===== src/rtl/patg_pkg.sv =====
package patg_pkg;

    // Hash constants of the 32-bit murmur mix and finalizer.
    localparam logic [31:0] SEED_RESET = 32'h11112222;
    localparam logic [31:0] MIX_C1     = 32'hcc9e2d51;
    localparam logic [31:0] MIX_C2     = 32'h1b873593;
    localparam logic [31:0] MIX_ADD    = 32'he6546b64;
    localparam logic [31:0] FMIX_C1    = 32'h85ebca6b;
    localparam logic [31:0] FMIX_C2    = 32'hc2b2ae35;
    localparam logic [31:0] HASH_LEN   = 32'd12;
    localparam int unsigned NUM_BLOCKS = 3;

    // Block selectors: which 32-bit word of the hashed bytes a mix cell takes.
    localparam int unsigned BLK_ADDR_UPPER = 0;
    localparam int unsigned BLK_ADDR_LOWER = 1;
    localparam int unsigned BLK_SUFFIX     = 2;

    // Source port: base + index mod span. The quotient index / span is
    // estimated as (index * PORT_RECIP) >> PORT_RECIP_SHIFT, which is exact
    // or one low for any 20-bit index.
    localparam logic [15:0] PORT_BASE        = 16'd40000;
    localparam logic [15:0] PORT_SPAN        = 16'd20000;
    localparam logic [15:0] PORT_RECIP       = 16'd53687;
    localparam int unsigned PORT_RECIP_SHIFT = 30;
    localparam int unsigned INDEX_W          = 20;
    localparam int unsigned PROD_W           = INDEX_W + 16;
    localparam int unsigned QUOT_W           = PROD_W - PORT_RECIP_SHIFT;

    typedef struct packed {
        logic [63:0] addr_high;
        logic [31:0] suffix_word;
        logic [15:0] port_rem;     // index minus estimated multiple of span
    } patg_side_t;

    typedef struct packed {
        logic [31:0] h;
        patg_side_t  side;
    } patg_flow_t;

    function automatic logic [31:0] bswap32(input logic [31:0] x);
        return {x[7:0], x[15:8], x[23:16], x[31:24]};
    endfunction

    function automatic logic [31:0] rotl32(input logic [31:0] x, input int unsigned r);
        return (x << r) | (x >> (32 - r));
    endfunction

    function automatic logic [31:0] mul32(input logic [31:0] a, input logic [31:0] b);
        logic [63:0] p;
        p = {32'd0, a} * {32'd0, b};
        return p[31:0];
    endfunction

    // Hashed bytes 0..11 read as little-endian 32-bit blocks.
    function automatic logic [31:0] block_word(input patg_side_t side,
                                               input int unsigned sel);
        logic [31:0] w;
        case (sel)
            BLK_ADDR_UPPER: w = bswap32(side.addr_high[63:32]);
            BLK_ADDR_LOWER: w = bswap32(side.addr_high[31:0]);
            BLK_SUFFIX:     w = side.suffix_word;
            default:        w = '0;
        endcase
        return w;
    endfunction

endpackage


===== src/rtl/patg_mix_cell.sv =====
module patg_mix_cell
    import patg_pkg::*;
#(
    parameter int unsigned BLOCK_SEL = 0
) (
    input  logic       aclk,
    input  logic       aresetn,
    input  logic       in_valid,
    output logic       in_ready,
    input  patg_flow_t in_flow,
    output logic       out_valid,
    input  logic       out_ready,
    output patg_flow_t out_flow
);

    logic        s0_valid_reg, s1_valid_reg, s2_valid_reg;
    patg_flow_t  s0_flow_reg, s1_flow_reg, s2_flow_reg;
    logic [31:0] s0_k_reg, s1_k_reg;
    logic        s0_ready, s1_ready, s2_ready;
    logic [31:0] s0_k_next, s1_k_next, s2_h_next, h_rot;

    assign s2_ready = !s2_valid_reg || out_ready;
    assign s1_ready = !s1_valid_reg || s2_ready;
    assign s0_ready = !s0_valid_reg || s1_ready;
    assign in_ready = s0_ready;

    // k *= c1; k = rotl(k, 15) * c2; h = rotl(h ^ k, 13) * 5 + add
    assign s0_k_next = mul32(block_word(in_flow.side, BLOCK_SEL), MIX_C1);
    assign s1_k_next = mul32(rotl32(s0_k_reg, 15), MIX_C2);
    assign h_rot     = rotl32(s1_flow_reg.h ^ s1_k_reg, 13);
    assign s2_h_next = (h_rot << 2) + h_rot + MIX_ADD;

    always_ff @(posedge aclk) begin
        if (!aresetn) begin
            s0_valid_reg <= 1'b0;
            s1_valid_reg <= 1'b0;
            s2_valid_reg <= 1'b0;
        end else begin
            if (s0_ready) s0_valid_reg <= in_valid;
            if (s1_ready) s1_valid_reg <= s0_valid_reg;
            if (s2_ready) s2_valid_reg <= s1_valid_reg;
        end
    end

    always_ff @(posedge aclk) begin
        if (s0_ready && in_valid) begin
            s0_flow_reg <= in_flow;
            s0_k_reg    <= s0_k_next;
        end
        if (s1_ready && s0_valid_reg) begin
            s1_flow_reg <= s0_flow_reg;
            s1_k_reg    <= s1_k_next;
        end
        if (s2_ready && s1_valid_reg) begin
            s2_flow_reg.h    <= s2_h_next;
            s2_flow_reg.side <= s1_flow_reg.side;
        end
    end

    assign out_valid = s2_valid_reg;
    assign out_flow  = s2_flow_reg;

endmodule


===== config.mk =====
export PLATFORM = sky130hd
export DESIGN_NAME = patg_mix_cell
export DESIGN_NICKNAME = d
export VERILOG_FILES = /design/src/rtl/patg_pkg.sv /design/src/rtl/patg_mix_cell.sv
export SDC_FILE = /design/constraint.sdc
export NUM_CORES = 1
export LEC_CHECK = 0
export ABC_CLOCK_PERIOD_IN_PS = 19400
export BUFFER_PORTS_ARGS = -buffer_cell sky130_fd_sc_hd__buf_2
export CORE_MARGIN = 5
export CORE_UTILIZATION = 45
export DETAILED_ROUTE_END_ITERATION = 16
export SKIP_LAST_GASP = 1
export SLEW_MARGIN = 30
export SYNTH_ARGS = -nofsm -noshare
export SYNTH_HDL_FRONTEND = slang
export SYNTH_SLANG_ARGS = --single-unit

===== constraint.sdc =====
create_clock -name aclk -period 19.4 [get_ports aclk]
set_clock_uncertainty 0.2 [all_clocks]
set_input_delay 2.91 -clock aclk [delete_from_list [all_inputs] [get_ports aclk]]
set_output_delay 2.91 -clock aclk [all_outputs]
set_load 0.05 [all_outputs]

# Word-level counts from Yosys, hierarchy flattened

Index checks and enable logic that the tools add are counted.

$add $sub $neg: 2
Multipliers: 2
Bitwise operators: 3
Reduce and logical (&&, ||, !) cells: 9

Operators with widths:

| kind                   | count |
|---|---|
| $add 32x32->32         | 1 |
| $add 32x32->32 const B | 1 |
| $mul 32x29->32 const B | 1 |
| $mul 32x31->32 const B | 1 |
| $or 32x13->32          | 1 |
| $or 32x15->32          | 1 |
| $xor 32x32->32         | 1 |
| $logic_and 1x1->1      | 3 |
| $logic_not 1->1        | 3 |
| $logic_or 1x1->1       | 3 |

Flip-flop bits (word level): 499
Input bits: 148
Output and inout bits: 146
Word-level logic and storage cells: 33

# Logic depth before layout (Yosys ltp)

Depth after elaboration: 5
Gate-level depth with buffers: 26
Gate-level depth less buffers: 26

# Worst setup path after synthesis

Ideal clock, no wire load.

Path type: input to register
Start: in out_ready
End: reg s1_flow_reg[0] (netlist name), enable pin
Setup time: 0.981 ns
Arrival: 15.690 ns
Required time: 18.219 ns
Path slack: 2.529 ns
Stages: 2
Buffers on the path: 0
Cells stage by stage: nor2b_1 a21boi_0

Cells in the longest elaborated chain, start to end: 3

RTL lines:

| item                 | line                | source |
|---|---|---|
| from (decl)          | patg_mix_cell.sv:12 | `input logic out_ready,` |
| $logic_or 1x1->1     | patg_mix_cell.sv:22 | `assign s2_ready = !s2_valid_reg \|\| out_ready;` |
| $logic_or 1x1->1     | patg_mix_cell.sv:23 | `assign s1_ready = !s1_valid_reg \|\| s2_ready;` |
| $logic_and 1x1->1    | patg_mix_cell.sv:50 | `if (s1_ready && s0_valid_reg) begin` |
| to (signal assigned) | patg_mix_cell.sv:51 | `s1_flow_reg <= s0_flow_reg;` |
| to (decl)            | patg_mix_cell.sv:17 | `patg_flow_t s0_flow_reg, s1_flow_reg, s2_flow_reg;` |

Every way passes these cells.
A chain may end at the register's enable or synchronous reset.

# Final worst setup path

Start: in in_flow[105] (netlist name)
End: reg s0_k_reg[28] (data pin)

Cells in the longest elaborated chain, start to end: 1

RTL lines:

| item                 | line                | source |
|---|---|---|
| from (decl)          | patg_mix_cell.sv:10 | `input patg_flow_t in_flow,` |
| $mul 32x31->32       | patg_pkg.sv:50      | `p = {32'd0, a} * {32'd0, b};` |
| net s0_k_next[28]    | patg_mix_cell.sv:20 | `logic [31:0] s0_k_next, s1_k_next, s2_h_next, h_rot;` |
| to (signal assigned) | patg_mix_cell.sv:48 | `s0_k_reg <= s0_k_next;` |
| to (decl)            | patg_mix_cell.sv:18 | `logic [31:0] s0_k_reg, s1_k_reg;` |

The timed path passes the listed nets, and every way through them passes these cells.

==> run metrics <==
GRT Overall Usage=0.184; clk sinks=between 400 and 500; Area growth syn-to-layout=14.0%; total CTS buffers=54; Yosys reg bits=495; post-synth top area share=0.448; Worst setup SP type=input port; Synth area leaders=edfxtp_1, fa_1, ha_1; crit end category=flip-flop; filler cell count=6,358; Mean Syn Cell Area=around 14 um^2; min Tclk post-route=8.77 ns; hold crit path type=flip-flop to flip-flop; status=completed; Core ar.=around 73,000 um^2; Layout Nets=3,688; cells after synthesis=2,403; top-level I/O count=a little under 300; Port Buf Inserts=around 290; CP arrival=8.90 ns; crit path cell chain=buf_2, ha_1, xor2_1, ha_1, a21o_1, fa_1, inv_1, fa_1, inv_1, ha_1, ha_1, fa_1, ha_1, ha_1, or3_1, o21bai_1, a41o_1, a211o_1, a221o_1, a41oi_2, mux2i_1, o2111ai_1; top cell type by total area after synthesis=edfxtp_1; CTS resizes=0; actual slew at the worst max-slew pin=0.873 ns; chip width=281 um; Synth async-reset ratio=0; max-cap violation count=0; routability cong.=0.867; sequential cell area=14,800 um^2; Total Wirelength=just over 70 mm; Worst Path Buf+Inv=3; FMAX=between 100 and 150 MHz; cell area after synthesis=33,000 um^2; mean routed wirelength per cell=approximately 19 um; sequential-to-total area share from yosys stat=0.450; CP max stage delay=0.48 ns; most common cell after layout, fill and taps aside=inv_1; CP required=19.53 ns; Die ar.=78,700 um^2; standard-cell rows=99; routed vias/inst=4.77; first-pass GRT wire length=112 mm; largest net degree at the start of global routing=75; Yosys Warn Count=0; crit-path most repeated cell=ha_1; Multi-input gate area=15,700 um^2; Setup Buffers After CTS=0; count of cell types in the netlist=63; Hold WS=0.206 ns; clk root buf=clkbuf_16; share of layout cells above drive strength 1=0.147; Hold Fails Final Rpt=0; RSZ-0062 raised after global routing=false; commonest non-fill, non-tap cells in the layout=inv_1, edfxtp_1, ha_1, fa_1, buf_2; die height=about 280 um; Starting Density=0.452; H-tree Lvls=2; vias=17,998; Residual DRC=0; CP max stage cell=fa_1; total negative slack=0 ns; initial antenna violation count=5; Final Max Slew Viols=0; Skew-Pair Late Insertion Delay=just over 0.6 ns; final setup violation count=0; Post-Syn Nets=3,326; Crit Path Category=input port to flip-flop; antenna viol nets, final=0; relative slew slack=0.418; first drt pass iteration count=5; maximum clock insertion buffer count=3; grt ovf=0; Final period util=0.452; CTS tree=yes; top_reg_cell synth=edfxtp_1; vias in the first global route=between 20,000 and 25,000; Critical Path Fanout Max=10; Reg clk slew, reported paths=0.06 ns; HPWL after DPL=58.4 mm; Post-synth EDFFs=492; DR iter-0 viols=663; Top delay family on crit path=adder cells; CTS Hold Bufs=0
[final timing paths]
path         slack [ns]  depth (start not counted)            from           end
max               10.63                         22    in_flow[105]  s0_k_reg[28]
min                0.21                          0  s1_flow_reg[7]   out_flow[7]
max reg2reg       11.91                         22    s0_k_reg[29]  s1_k_reg[31]
min reg2reg        0.21                          0  s1_flow_reg[7]   out_flow[7]
[cells by family (layout without fill, tap and decap cells)]
group / count (synthesis) / in the layout / synth area share
multiplexers: 1 / 1 / 0.000304
AND/OR/NAND/NOR: 117 / 117 / 0.0185
flip-flops: 495 / 495 / 0.450
buffers and inverters: 650 / 1056 / 0.0740
AO/OA/AOI/OAI: 187 / 187 / 0.0409
adder cells (fa/ha/maj): 775 / 775 / 0.369
other: 0 / 4 / 0
XOR/XNOR: 178 / 178 / 0.0473
[Yosys cell counts (all sizes together), types with 15 or more instances]
cell type / number
inv: 649
edfxtp: 492
ha: 448
fa: 327
xnor2: 120
xor2: 58
a21oi: 49
a21o: 39
nand2: 29
nor2: 22
o21ai: 22
o21bai: 15
[per-layer routing]
layer / up-vias / part of all wire / track usage
met2: 288 / 0.51 / 0.327
met5: - / 0.000097 / 0
met3: 100 / 0.035 / 0.0248
met4: 2 / 0.028 / 0.0510
li1: 8615 / - / -
met1: 8993 / 0.42 / 0.238
[final cells by class]
cell class / instances / area share
Antenna cell: 4 / 0.000266
Timing Repair Buffer: 307 / 0.0424
Inverter: 649 / 0.0648
Clock buffer: 73 / 0.0395
Multi-Input combinational cell: 1258 / 0.418
Sequential cell: 495 / 0.395
Tap cell: 959 / 0.0319
Clock inverter: 27 / 0.00819
[through the flow]
stage                      util  worst slack [ns]  cell area (um^2)  instances
after global routing      0.516             10.41             37600       3772
after global placement    0.491             10.13             35700       3666
after floorplan               -              2.53             33000       2403
after detailed placement  0.491             10.02             35800       3668
after CTS                 0.516             10.65             37600       3768
final                     0.516             10.63             37600       3772
Power is left out: the tool's default activity adds up to more than one toggle a clock period on the data nets, which glitch-free logic cannot reach.
