## config.mk

```make
export PLATFORM = sky130hd
export DESIGN_NAME = patg_fmix
export DESIGN_NICKNAME = d
export VERILOG_FILES = /design/src/rtl/patg_pkg.sv /design/src/rtl/patg_fmix.sv
export SDC_FILE = /design/constraint.sdc
export NUM_CORES = 1
export LEC_CHECK = 0
export BUFFER_PORTS_ARGS = -buffer_cell sky130_fd_sc_hd__buf_2
export CORE_ASPECT_RATIO = 0.8
export CORE_MARGIN = 2
export CORE_UTILIZATION = 35
export CTS_CLUSTER_DIAMETER = 50
export DETAILED_ROUTE_END_ITERATION = 12
export PLACE_DENSITY_LB_ADDON = 0.15
export RECOVER_POWER = 100
export SETUP_SLACK_MARGIN = 0.02
export SYNTH_ARGS = -nofsm -noshare
export SYNTH_HDL_FRONTEND = slang
export SYNTH_SLANG_ARGS = --single-unit
export TNS_END_PERCENT = 50
```

## constraint.sdc

```tcl
create_clock -name aclk -period 15.74 [get_ports aclk]
set_clock_uncertainty 0.1 [all_clocks]
set_input_delay 0.787 -clock aclk [delete_from_list [all_inputs] [get_ports aclk]]
set_output_delay 0.787 -clock aclk [all_outputs]
set_load 0.01 [all_outputs]
```

## src/rtl/patg_pkg.sv

```systemverilog
package patg_pkg;

    // Hash constants of the 32-bit murmur mix and finalizer.
    localparam logic [31:0] SEED_RESET = 32'h11112222;
    localparam logic [31:0] MIX_C1     = 32'hcc9e2d51;
    localparam logic [31:0] MIX_C2     = 32'h1b873593;
    localparam logic [31:0] MIX_ADD    = 32'he6546b64;
    localparam logic [31:0] FMIX_C1    = 32'h85ebca6b;
    localparam logic [31:0] FMIX_C2    = 32'hc2b2ae35;
    localparam logic [31:0] HASH_LEN   = 32'd12;
    localparam int unsigned NUM_BLOCKS = 3;

    // Block selectors: which 32-bit word of the hashed bytes a mix cell takes.
    localparam int unsigned BLK_ADDR_UPPER = 0;
    localparam int unsigned BLK_ADDR_LOWER = 1;
    localparam int unsigned BLK_SUFFIX     = 2;

    // Source port: base + index mod span. The quotient index / span is
    // estimated as (index * PORT_RECIP) >> PORT_RECIP_SHIFT, which is exact
    // or one low for any 20-bit index.
    localparam logic [15:0] PORT_BASE        = 16'd40000;
    localparam logic [15:0] PORT_SPAN        = 16'd20000;
    localparam logic [15:0] PORT_RECIP       = 16'd53687;
    localparam int unsigned PORT_RECIP_SHIFT = 30;
    localparam int unsigned INDEX_W          = 20;
    localparam int unsigned PROD_W           = INDEX_W + 16;
    localparam int unsigned QUOT_W           = PROD_W - PORT_RECIP_SHIFT;

    typedef struct packed {
        logic [63:0] addr_high;
        logic [31:0] suffix_word;
        logic [15:0] port_rem;     // index minus estimated multiple of span
    } patg_side_t;

    typedef struct packed {
        logic [31:0] h;
        patg_side_t  side;
    } patg_flow_t;

    function automatic logic [31:0] bswap32(input logic [31:0] x);
        return {x[7:0], x[15:8], x[23:16], x[31:24]};
    endfunction

    function automatic logic [31:0] rotl32(input logic [31:0] x, input int unsigned r);
        return (x << r) | (x >> (32 - r));
    endfunction

    function automatic logic [31:0] mul32(input logic [31:0] a, input logic [31:0] b);
        logic [63:0] p;
        p = {32'd0, a} * {32'd0, b};
        return p[31:0];
    endfunction

    // Hashed bytes 0..11 read as little-endian 32-bit blocks.
    function automatic logic [31:0] block_word(input patg_side_t side,
                                               input int unsigned sel);
        logic [31:0] w;
        case (sel)
            BLK_ADDR_UPPER: w = bswap32(side.addr_high[63:32]);
            BLK_ADDR_LOWER: w = bswap32(side.addr_high[31:0]);
            BLK_SUFFIX:     w = side.suffix_word;
            default:        w = '0;
        endcase
        return w;
    endfunction

endpackage

```

## src/rtl/patg_fmix.sv

```systemverilog
module patg_fmix
    import patg_pkg::*;
(
    input  logic       aclk,
    input  logic       aresetn,
    input  logic       in_valid,
    output logic       in_ready,
    input  patg_flow_t in_flow,
    output logic       out_valid,
    input  logic       out_ready,
    output patg_flow_t out_flow
);

    logic        f0_valid_reg, f1_valid_reg;
    patg_flow_t  f0_flow_reg, f1_flow_reg;
    logic        f0_ready, f1_ready;
    logic [31:0] len_mix, f0_pre, f0_h_next, f1_pre, f1_h_next;

    assign f1_ready = !f1_valid_reg || out_ready;
    assign f0_ready = !f0_valid_reg || f1_ready;
    assign in_ready = f0_ready;

    // Fold in the length, then the first two xor-shift-multiply rounds.
    // The last xor-shift is left to the output stage.
    assign len_mix   = in_flow.h ^ HASH_LEN;
    assign f0_pre    = len_mix ^ (len_mix >> 16);
    assign f0_h_next = mul32(f0_pre, FMIX_C1);
    assign f1_pre    = f0_flow_reg.h ^ (f0_flow_reg.h >> 13);
    assign f1_h_next = mul32(f1_pre, FMIX_C2);

    always_ff @(posedge aclk) begin
        if (!aresetn) begin
            f0_valid_reg <= 1'b0;
            f1_valid_reg <= 1'b0;
        end else begin
            if (f0_ready) f0_valid_reg <= in_valid;
            if (f1_ready) f1_valid_reg <= f0_valid_reg;
        end
    end

    always_ff @(posedge aclk) begin
        if (f0_ready && in_valid) begin
            f0_flow_reg.h    <= f0_h_next;
            f0_flow_reg.side <= in_flow.side;
        end
        if (f1_ready && f0_valid_reg) begin
            f1_flow_reg.h    <= f1_h_next;
            f1_flow_reg.side <= f0_flow_reg.side;
        end
    end

    assign out_valid = f1_valid_reg;
    assign out_flow  = f1_flow_reg;

endmodule

```

=== Word-level counts from Yosys, hierarchy flattened ===
Index checks and enable logic that the tools add are counted.
W data, S select, Z words.

* Multipliers: 2
* Bitwise operators: 3
* Reductions and logical operators: 6

{| class="wikitable"
|+ Operators by type and width
! cell !! count
|-
| $mul A32 B31 Y32 const B || 1
|-
| $mul A32 B32 Y32 const B || 1
|-
| $xor A32 B16 Y32 || 1
|-
| $xor A32 B19 Y32 || 1
|-
| $logic_and A1 B1 Y1 || 2
|-
| $logic_not A1 Y1 || 2
|-
| $logic_or A1 B1 Y1 || 2
|-
| $not A2 Y2 || 1
|}

* Register bits after elaboration: 290
* Input bits: 148
* Output and inout port bits: 146

=== Depth between registers and ports, before layout ===
Gate-level depths: netlist of the first run.

* Depth in word-level cells: 4
* Depth in mapped cells: 27
* Depth with buffers taken out: 27

=== Worst setup path after synthesis of the first run ===
No wires, ideal clock.

* Path type: input to register
* From: in out_ready
* To: reg f1_flow_reg (netlist bit out_flow[0]), enable pin
* Setup time: 0.667 ns
* Arrival time: 7.230 ns
* Path slack: 7.743 ns
* Cell stages on the path: 2
* Path buffers: 0
* Cells stage by stage: nor2b_1 -> nor2b_1

* Cells in the longest elaborated chain, start to end: 2

{| class="wikitable"
|+ RTL lines
! element !! RTL line !! RTL
|-
| start, declared || patg_fmix.sv:10 || <nowiki>input logic out_ready,</nowiki>
|-
| $logic_or A1 B1 Y1 || patg_fmix.sv:19 || <nowiki>assign f1_ready = !f1_valid_reg || out_ready;</nowiki>
|-
| $logic_and A1 B1 Y1 || patg_fmix.sv:46 || <nowiki>if (f1_ready && f0_valid_reg) begin</nowiki>
|-
| end, declared || patg_fmix.sv:15 || <nowiki>patg_flow_t f0_flow_reg, f1_flow_reg;</nowiki>
|}

Every way passes these cells.
A chain may end at the register's enable or synchronous reset.

=== Worst setup path after layout of the first run ===
* From: reg f0_flow_reg[129] in the netlist's numbering
* To: reg f1_flow_reg (netlist bit out_flow[142]), data pin

* Cells in the longest elaborated chain, start to end: 2

{| class="wikitable"
|+ RTL lines
! element !! RTL line !! RTL
|-
| start, declared || patg_fmix.sv:15 ||
|-
| $xor A32 B19 Y32 || patg_fmix.sv:28 || <nowiki>assign f1_pre = f0_flow_reg.h ^ (f0_flow_reg.h >> 13);</nowiki>
|-
| $mul A32 B31 Y32 || patg_pkg.sv:50 || <nowiki>p = {32'd0, a} * {32'd0, b};</nowiki>
|-
| named net f1_h_next[30] || patg_fmix.sv:17 || <nowiki>logic [31:0] len_mix, f0_pre, f0_h_next, f1_pre, f1_h_next;</nowiki>
|}

The timed path passes the listed nets, and every way through them passes these cells.

==> flow_summary.yaml, run 1 <==
status:
  status: "complete, but fails checks"
  violations: "max-capacitance violations, max-slew violations"
synthesis:
  synthArstFlopShare_pct: 0
  postSynthCellCount: 2092
  yosysSeqAreaShare_pct: 32.92
  synth_adder_area_share_pct: 47.18
  synth_top_family_by_area: "adder cells"
  synth_compound_area_share_pct: 3.745
  synth_warnings: 0
  synth.area.top_cells: "edfxtp_1 (33%), fa_1 (30%), ha_1 (18%), inv_1 (8.9%), xnor2_1 (3.5%)"
  synth_mux_area_share_pct: 0
  synth_top_area_share_pct: 32.76
  ys_seq_elements: 290
  synth_edf_count: 288
  ys.flop_type: "edfxtp_1"
  avgSynthCellArea_um2: 12.62
  ys_types: 49
  syn-num-nets: 3002
  synth_xor_area_share_pct: 5.342
  synthSimpleGateAreaFrac_pct: 1.853
  syn_area_mm2: 0.02640
  yosysTopAreaCell: "edfxtp_1"
floorplan:
  rows: 90
  die_y_um: 249.6
  ios: 294
  die_width_um: 311.0
  start_util_pct: 35.20
  core_area_mm2: 0.07500
  dieArea_mm2: 0.07764
clocking:
  cts_sinks: 290
  cts_tree: "built"
  postCtsHoldBufs: 0
  h-tree-depth: 2
  cts_inserted_buffers: 42
  insertion_delay_ns: 0.56
  clk_path_buf_depth: 3
  cts_setup_buffers: 0
  clockRootBuffer: "clkbuf_16"
  clkSlewWorstSetupHoldPaths_ns: 0.06
  post_cts_resized: 0
finish:
  final_nets: 3344
  drive_above_1_share_pct: 8.671
  final_common_cell: "inv_1"
  layout_common_cells: "inv_1 (629), fa_1 (389), ha_1 (373)"
  area_delta_synth_final_pct: 15.44
global_routing:
  grt_pass1_wl_um: 108400
  antenna_found_initial: 2
  grt_max_degree: 130
  gr-total-overflow: 0
  grtUsageTotal_pct: 18.72
  first_global_vias: 16940
detailed_routing:
  drt_iter0_markers: 1073
  vias: 15650
  via_per_inst: 4.494
  dr.pass1.iters: 5
  drc: 0
  routedWlPerCell_um: 20.49
  drtAntennaViolNets: 0
  wirelength_um: 71340
worst_setup_path:
  crit_path_start_kind: "flip-flop"
  required_ns: 15.92
  crit_buf_inv: 3
  crit_chain: "xor2_1, inv_1, xnor2_1, fa_1, fa_1, fa_1, fa_1, ha_1, fa_1, inv_1, fa_1, inv_1, ha_1, and2_0, a221o_1, a211oi_1, o21ai_0, o21ai_0, o2111ai_1, a21oi_1, xnor2_1"
  crit_path_frequent_cell: "fa_1"
  startpoint: "f0_flow_reg[129]"
  critPathMaxStageDelay_ns: 0.54
  critical_path_arrival_ns: 8.26
  slowest_stage: "fa_1"
  end_kind: "flip-flop"
  crit_family: "adder cells"
  critPathKind: "reg -> reg"
  r2r-start: "f0_flow_reg[129]"
  path_max_fanout: 5
hold_path:
  hp-start: "in_flow[52]"
  hold_path_class: "in -> reg"
place:
  dp_hpwl_um: 61980
  gp_congestion: 0.9107
  portBuffers: 293
timing:
  fmax_mhz: 123.8
  min_period_over_period_pct: 51.32
  setup_tns_ns: 0
  relSlewSlack_pct: -393.6
  worst_pin_slew_ns: 7.404
  finalMaxSlewViolations: 277
  period_needed_ns: 8.078
  setup-violations-final: 0
  timing_hold_violations_final: 0
  rsz0062_at_grt: "no"
run:
  maxCapViolCount: 3
[through the flow]
step	util, %	cells	worst slack (ns)	area [um^2]	hold slack [ns]
CTS	40.95	3480	7.806	30710	0.2564
finish	40.63	3481	7.662	30470	0.2906
global placement	38.92	3402	7.259	29190	0.3003
floorplan	-	2092	7.743	26400	0.3003
global route	40.63	3481	6.821	30470	0.2542
detailed placement	38.92	3402	7.323	29190	0.3045
[synthesized netlist by cell type, types with 4 or more instances]
| library cell | count |
|---|---|
| and2_1 | 6 |
| nand3_1 | 13 |
| or3_1 | 5 |
| inv_1 | 629 |
| edfxtp_1 | 288 |
| nand2_1 | 20 |
| nand2b_1 | 6 |
| o21bai_1 | 9 |
| ha_1 | 373 |
| nor2_1 | 34 |
| xnor2_1 | 105 |
| fa_1 | 389 |
| o21a_1 | 6 |
| nor2b_1 | 4 |
| xor2_1 | 56 |
| a21oi_1 | 44 |
| a211oi_1 | 4 |
| o21ai_1 | 4 |
| nor3_1 | 7 |
| a21o_1 | 27 |
| o21ai_0 | 17 |
| a31oi_1 | 5 |
[layer usage]
layer	global-route usage (%)	part of all wire [%]	vias up	wire [um]
met5	0	0.018	-	13
met3	5.692	7.6	72	5420
li1	-	-	7298	-
met4	3.368	1.6	2	1136
met1	28.17	50	7843	35390
met2	26.62	41	430	29380
[logic make-up (layout without fill, tap and decap cells)]
logic type                 after synthesis  after routing
buffers and inverters                  630           1006
other                                    0              1
AOI/OAI and AO/OA                      146            146
adders and majority gates              762            762
xor gates and xnor gates               161            161
DFF                                    290            290
and+or+nand+nor                        103            103
[cell type report]
cell class                      count  area (um^2)
Clock buffer                       46         1066
Inverter                          629         2361
Tap cell                         1012         1266
Multi-Input combinational cell   1172        15330
Fill cell                        7325        44530
Timing Repair Buffer              299         1305
Antenna cell                        1        2.502
Sequential cell                   290         8688
Clock inverter                     32        455.4
[worst register-to-register path, delay by kind of cell (launching register included)]
| family | cells | cell delay [ns] |
|---|---|---|
| buf+inv | 3 | 0.39 |
| xor+xnor | 3 | 0.84 |
| simple gates | 1 | 0.19 |
| flops | 1 | 0.52 |
| fa+ha+maj | 8 | 3.55 |
| compound gates | 6 | 2.20 |
[worst paths after layout]
path                endpoint  slack, ns  cells after the start
min          f0_flow_reg[52]       0.29                      1
max reg2reg    out_flow[142]       7.66                     21
min reg2reg     out_flow[44]       0.31                      0
max            out_flow[142]       7.66                     21
Power of run 1 is not shown: default switching activity piles up to over one toggle a cycle in this logic, so the estimate is an artifact.
==> run 2, diff against run 1 <==
==> constraint.sdc (replaced) <==
create_clock -name aclk -period 8.12 [get_ports aclk]
set_clock_uncertainty 0.1 [all_clocks]
set_input_delay 0.406 -clock aclk [delete_from_list [all_inputs] [get_ports aclk]]
set_output_delay 0.406 -clock aclk [all_outputs]
set_load 0.01 [all_outputs]
==> flow_summary.yaml, run 2 (synthesized netlist as in run 1, its figures left out) <==
global_routing:
  first_global_vias: 17490
  grt_pass1_wl_um: 110900
  gr-total-overflow: 0
  grt_max_degree: 79
  antenna_found_initial: 3
  grtUsageTotal_pct: 19.15
finish:
  fin_cells: 3613
  drive_above_1_share_pct: 8.574
  final_common_cell: "inv_1"
  final_nets: 3481
  design_area_mm2: 0.03155
  layout_common_cells: "inv_1 (629), fa_1 (389), ha_1 (373)"
  fin_util_pct: 42.06
  area_delta_synth_final_pct: 19.51
  antennaDiodeCount: 0
floorplan:
  die_width_um: 311.0
  die_y_um: 249.6
  rows: 90
  ios: 294
  start_util_pct: 35.20
  core_area_mm2: 0.07500
  dieArea_mm2: 0.07764
worst_setup_path:
  critPathKind: "reg -> reg"
  critical_path_arrival_ns: 8.05
  crit_path_start_kind: "flip-flop"
  required_ns: 8.32
  end_kind: "flip-flop"
  path_max_fanout: 7
  r2r_setup_slack_ns: 0.26
  r2r.worst_path.cells: 23
  rr_endpoint: "out_flow[142]"
  r2r-start: "f0_flow_reg[128]"
place:
  place_inst: 3428
  gp_congestion: 0.9093
  portBuffers: 293
  dp_hpwl_um: 62970
  place_area_mm2: 0.02937
timing:
  setup-violations-final: 0
  fmax_mhz: 127.3
  period_needed_ns: 7.856
  worst_pin_slew_ns: 3.495
  finalMaxSlewViolations: 286
  setup_tns_ns: 0
  relSlewSlack_pct: -133.0
  timing_hold_violations_final: 0
  rsz0062_at_grt: "no"
  min_period_over_period_pct: 96.75
clocking:
  h-tree-depth: 2
  cts_tree: "built"
  cts_inserted_buffers: 39
  post_cts_resized: 0
  insertion_delay_ns: 0.56
  clk_path_buf_depth: 3
  clockRootBuffer: "clkbuf_16"
  cts_sinks: 290
  clkSlewWorstSetupHoldPaths_ns: 0.06
detailed_routing:
  vias: 16240
  drc: 0
  via_per_inst: 4.494
  routedWlPerCell_um: 20.20
  drt_iter0_markers: 1134
  drtAntennaViolNets: 0
  wirelength_um: 72990
  dr.pass1.iters: 5
hold_path:
  hold_end: "out_valid"
  hold_path_class: "in -> reg"
  hp-start: "out_ready"
  min_path_cells: 3
status:
  status: "complete, but fails checks"
  violations: "max-capacitance violations, max-slew violations"
run:
  maxCapViolCount: 5
[run 2: worst max-delay path: stages, from the launching register on]
cell,delay [ns]
edfxtp_1,0.42
xnor2_1,0.48
inv_1,0.35
ha_1,0.40
inv_1,0.09
fa_1,0.44
inv_1,0.10
fa_1,0.45
fa_1,0.50
fa_1,0.51
ha_1,0.30
fa_1,0.48
inv_1,0.05
fa_1,0.48
inv_1,0.06
ha_1,0.31
and2_1,0.19
a221o_1,0.43
a211oi_1,0.36
o21ai_0,0.25
o21ai_1,0.38
o2111ai_1,0.18
a21oi_1,0.20
xnor2_1,0.08
[run 2: metal layers]
| layer | wire length, um | track usage [%] |
|---|---|---|
| met4 | 1044 | 3.188 |
| met2 | 29720 | 26.66 |
| met5 | 0 | 0 |
| met1 | 37270 | 30.79 |
| met3 | 4960 | 3.665 |
[run 2: worst max path at each step]
stage                startpoint  slack [ns]             to  cells after the start
6_report       f0_flow_reg[128]        0.26  out_flow[142]                     23
5_1_grt        f0_flow_reg[128]        0.04  out_flow[142]                     23
4_1_cts        f0_flow_reg[128]        0.26  out_flow[142]                     23
3_5_place_dp   f0_flow_reg[128]        0.30  out_flow[142]                     23
3_3_place_gp   f0_flow_reg[128]        0.32  out_flow[142]                     23
2_1_floorplan         out_valid        0.48    out_flow[0]                      2
[run 2: timing repair]
action,4_1_cts,5_1_grt
buffers inserted,0,0
hold buffers,114,0
hold endpoints to repair,114,0
[run 2: metrics by stage]
step           hold WS [ns]  worst slack (ns)
6_report             0.1011            0.2635
5_1_grt             0.09515           0.03616
4_1_cts             0.08235            0.2616
3_5_place_dp         0.3045            0.3038
3_3_place_gp         0.3001            0.3151
2_1_floorplan        0.3003            0.4848
[run 2: final cells by class]
class | count | area [um^2]
Tap cell | 1012 | 1266
Timing Repair Buffer | 439 | 2621
Sequential cell | 290 | 8688
Fill cell | 7223 | 43450
Clock inverter | 25 | 279.0
Clock buffer | 46 | 1002
Inverter | 629 | 2361
Multi-Input combinational cell | 1172 | 15330
Power of run 2 is left out for the same reason.
==> run 3, diff against run 2 <==
--- a/config.mk
+++ b/config.mk
@@ -11,7 +11,7 @@
 export CORE_UTILIZATION = 35
 export CTS_CLUSTER_DIAMETER = 50
 export DETAILED_ROUTE_END_ITERATION = 12
-export PLACE_DENSITY_LB_ADDON = 0.15
+export PLACE_DENSITY = 0.55
 export RECOVER_POWER = 100
 export SETUP_SLACK_MARGIN = 0.02
 export SYNTH_ARGS = -nofsm -noshare
==> flow_summary.yaml, run 3 (synthesized netlist as in run 1, its figures left out) <==
status:
  status: "complete, but fails checks"
  violations: "max-capacitance violations, max-slew violations"
timing:
  finalMaxSlewViolations: 294
  rsz0062_at_grt: "no"
  min_period_over_period_pct: 96.82
  period_needed_ns: 7.862
  setup-violations-final: 0
  worst_pin_slew_ns: 3.679
  relSlewSlack_pct: -145.2
  fmax_mhz: 127.2
  setup_tns_ns: 0
  timing_hold_violations_final: 0
  hold_slack_ns: 0.1126
worst_setup_path:
  slowest_stage: "fa_1"
  crit_path_start_kind: "flip-flop"
  critical_path_arrival_ns: 8.07
  crit_chain: "xnor2_1, inv_1, ha_1, inv_1, fa_1, inv_1, fa_1, fa_1, fa_1, ha_1, fa_1, inv_1, fa_1, inv_1, ha_1, and2_0, a221o_1, a211oi_1, o21ai_0, o21ai_1, o2111ai_1, a21oi_1, xnor2_1"
  critPathMaxStageDelay_ns: 0.52
  path_max_fanout: 7
  startpoint: "f0_flow_reg[128]"
  required_ns: 8.33
  critPathKind: "reg -> reg"
  crit_path_frequent_cell: "fa_1"
  end_kind: "flip-flop"
  r2r-start: "f0_flow_reg[128]"
place:
  gp_congestion: 0.9424
  portBuffers: 293
  dp_hpwl_um: 59480
  place_area_mm2: 0.02935
global_routing:
  first_global_vias: 17780
  gr-total-overflow: 0
  met3_usage_pct: 4.845
  grt_pass1_wl_um: 106700
  antenna_found_initial: 1
  grt_use_met1_pct: 26.21
  grtUsageMet2_pct: 27.10
  grt_most_used_layer: "met2"
  grtUsageTotal_pct: 18.12
  grt_max_degree: 122
floorplan:
  dieArea_mm2: 0.07764
  rows: 90
  die_y_um: 249.6
  ios: 294
  start_util_pct: 35.20
  die_width_um: 311.0
  core_area_mm2: 0.07500
hold_path:
  hp-start: "out_ready"
  hold_path_class: "in -> reg"
finish:
  area_delta_synth_final_pct: 19.54
  layout_common_cells: "inv_1 (629), fa_1 (389), ha_1 (373)"
  final_common_cell: "inv_1"
  design_area_mm2: 0.03155
  drive_above_1_share_pct: 8.776
  final_nets: 3477
  antennaDiodeCount: 0
  fin_util_pct: 42.07
clocking:
  cts_inserted_buffers: 40
  clkSlewWorstSetupHoldPaths_ns: 0.06
  clk_path_buf_depth: 3
  h-tree-depth: 2
  clockRootBuffer: "clkbuf_16"
  cts_tree: "built"
  insertion_delay_ns: 0.56
  cts_sinks: 290
detailed_routing:
  drc: 0
  routedWlPerCell_um: 19.26
  dr.pass1.iters: 5
  wirelength_um: 69540
  vias: 16120
  drt_iter0_markers: 999
  via_per_inst: 4.464
  drtAntennaViolNets: 0
run:
  maxCapViolCount: 4
==> run 3: cell types whose count changed in the layout (fill, tap and decap cells not counted), moves of 2 or more <==
cell / previous run / this run
and2_0: 2 / 4
and2_1: 4 / 2
buf_4: 25 / 22
clkbuf_1: 174 / 164
clkbuf_2: 1 / 3
clkinv_1: 4 / 6
inv_8: 2 / 5
==> run 3: metal layers <==
metal	part of all wire, %	routed length, um	up-vias
met2	43	29920	452
met1	48	33050	8014
li1	-	-	7572
met4	2.0	1367	2
met3	7.5	5187	75
met5	0.019	13	-
==> run 3: final cells by class <==
type	instances	area [um^2]
Clock buffer	43	1012
Clock inverter	30	296.5
Tap cell	1012	1266
Fill cell	7213	43440
Sequential cell	290	8688
Multi-Input combinational cell	1172	15330
Inverter	629	2361
Timing Repair Buffer	434	2595
==> run 3: worst paths after layout <==
kind	end	slack (ns)	depth (start not counted)
worst max-delay path	out_flow[142]	0.26	23
worst min-delay path	out_valid	0.11	3
worst max register to register	out_flow[142]	0.26	23
worst min register to register	out_flow[78]	0.31	0
==> run 3: per-stage QoR <==
step           setup slack, ns  std cells
3_5_place_dp            0.1731       3423
2_1_floorplan           0.4848       2092
6_report                0.2582       3610
4_1_cts                 0.1745       3610
5_1_grt                0.08395       3610
3_3_place_gp            0.2386       3423
==> run 3: timing repair <==
item / in CTS / in global routing
hold buffers: 114 / 0
setup endpoints to repair: 0 / 1
buffers inserted: 0 / 0
resized for setup: 0 / 1
endpoints found under the hold margin: 114 / 0
==> run 3: critical path, delay by kind of cell (launching register included) <==
kind	cells	cell delay, ns
AOI/OAI and AO/OA	6	1.98
xor gates and xnor gates	2	0.45
adders and majority gates	9	3.82
buffers and inverters	5	0.60
DFF	1	0.44
and+or+nand+nor	1	0.21
Power of run 3 is left out for the same reason.
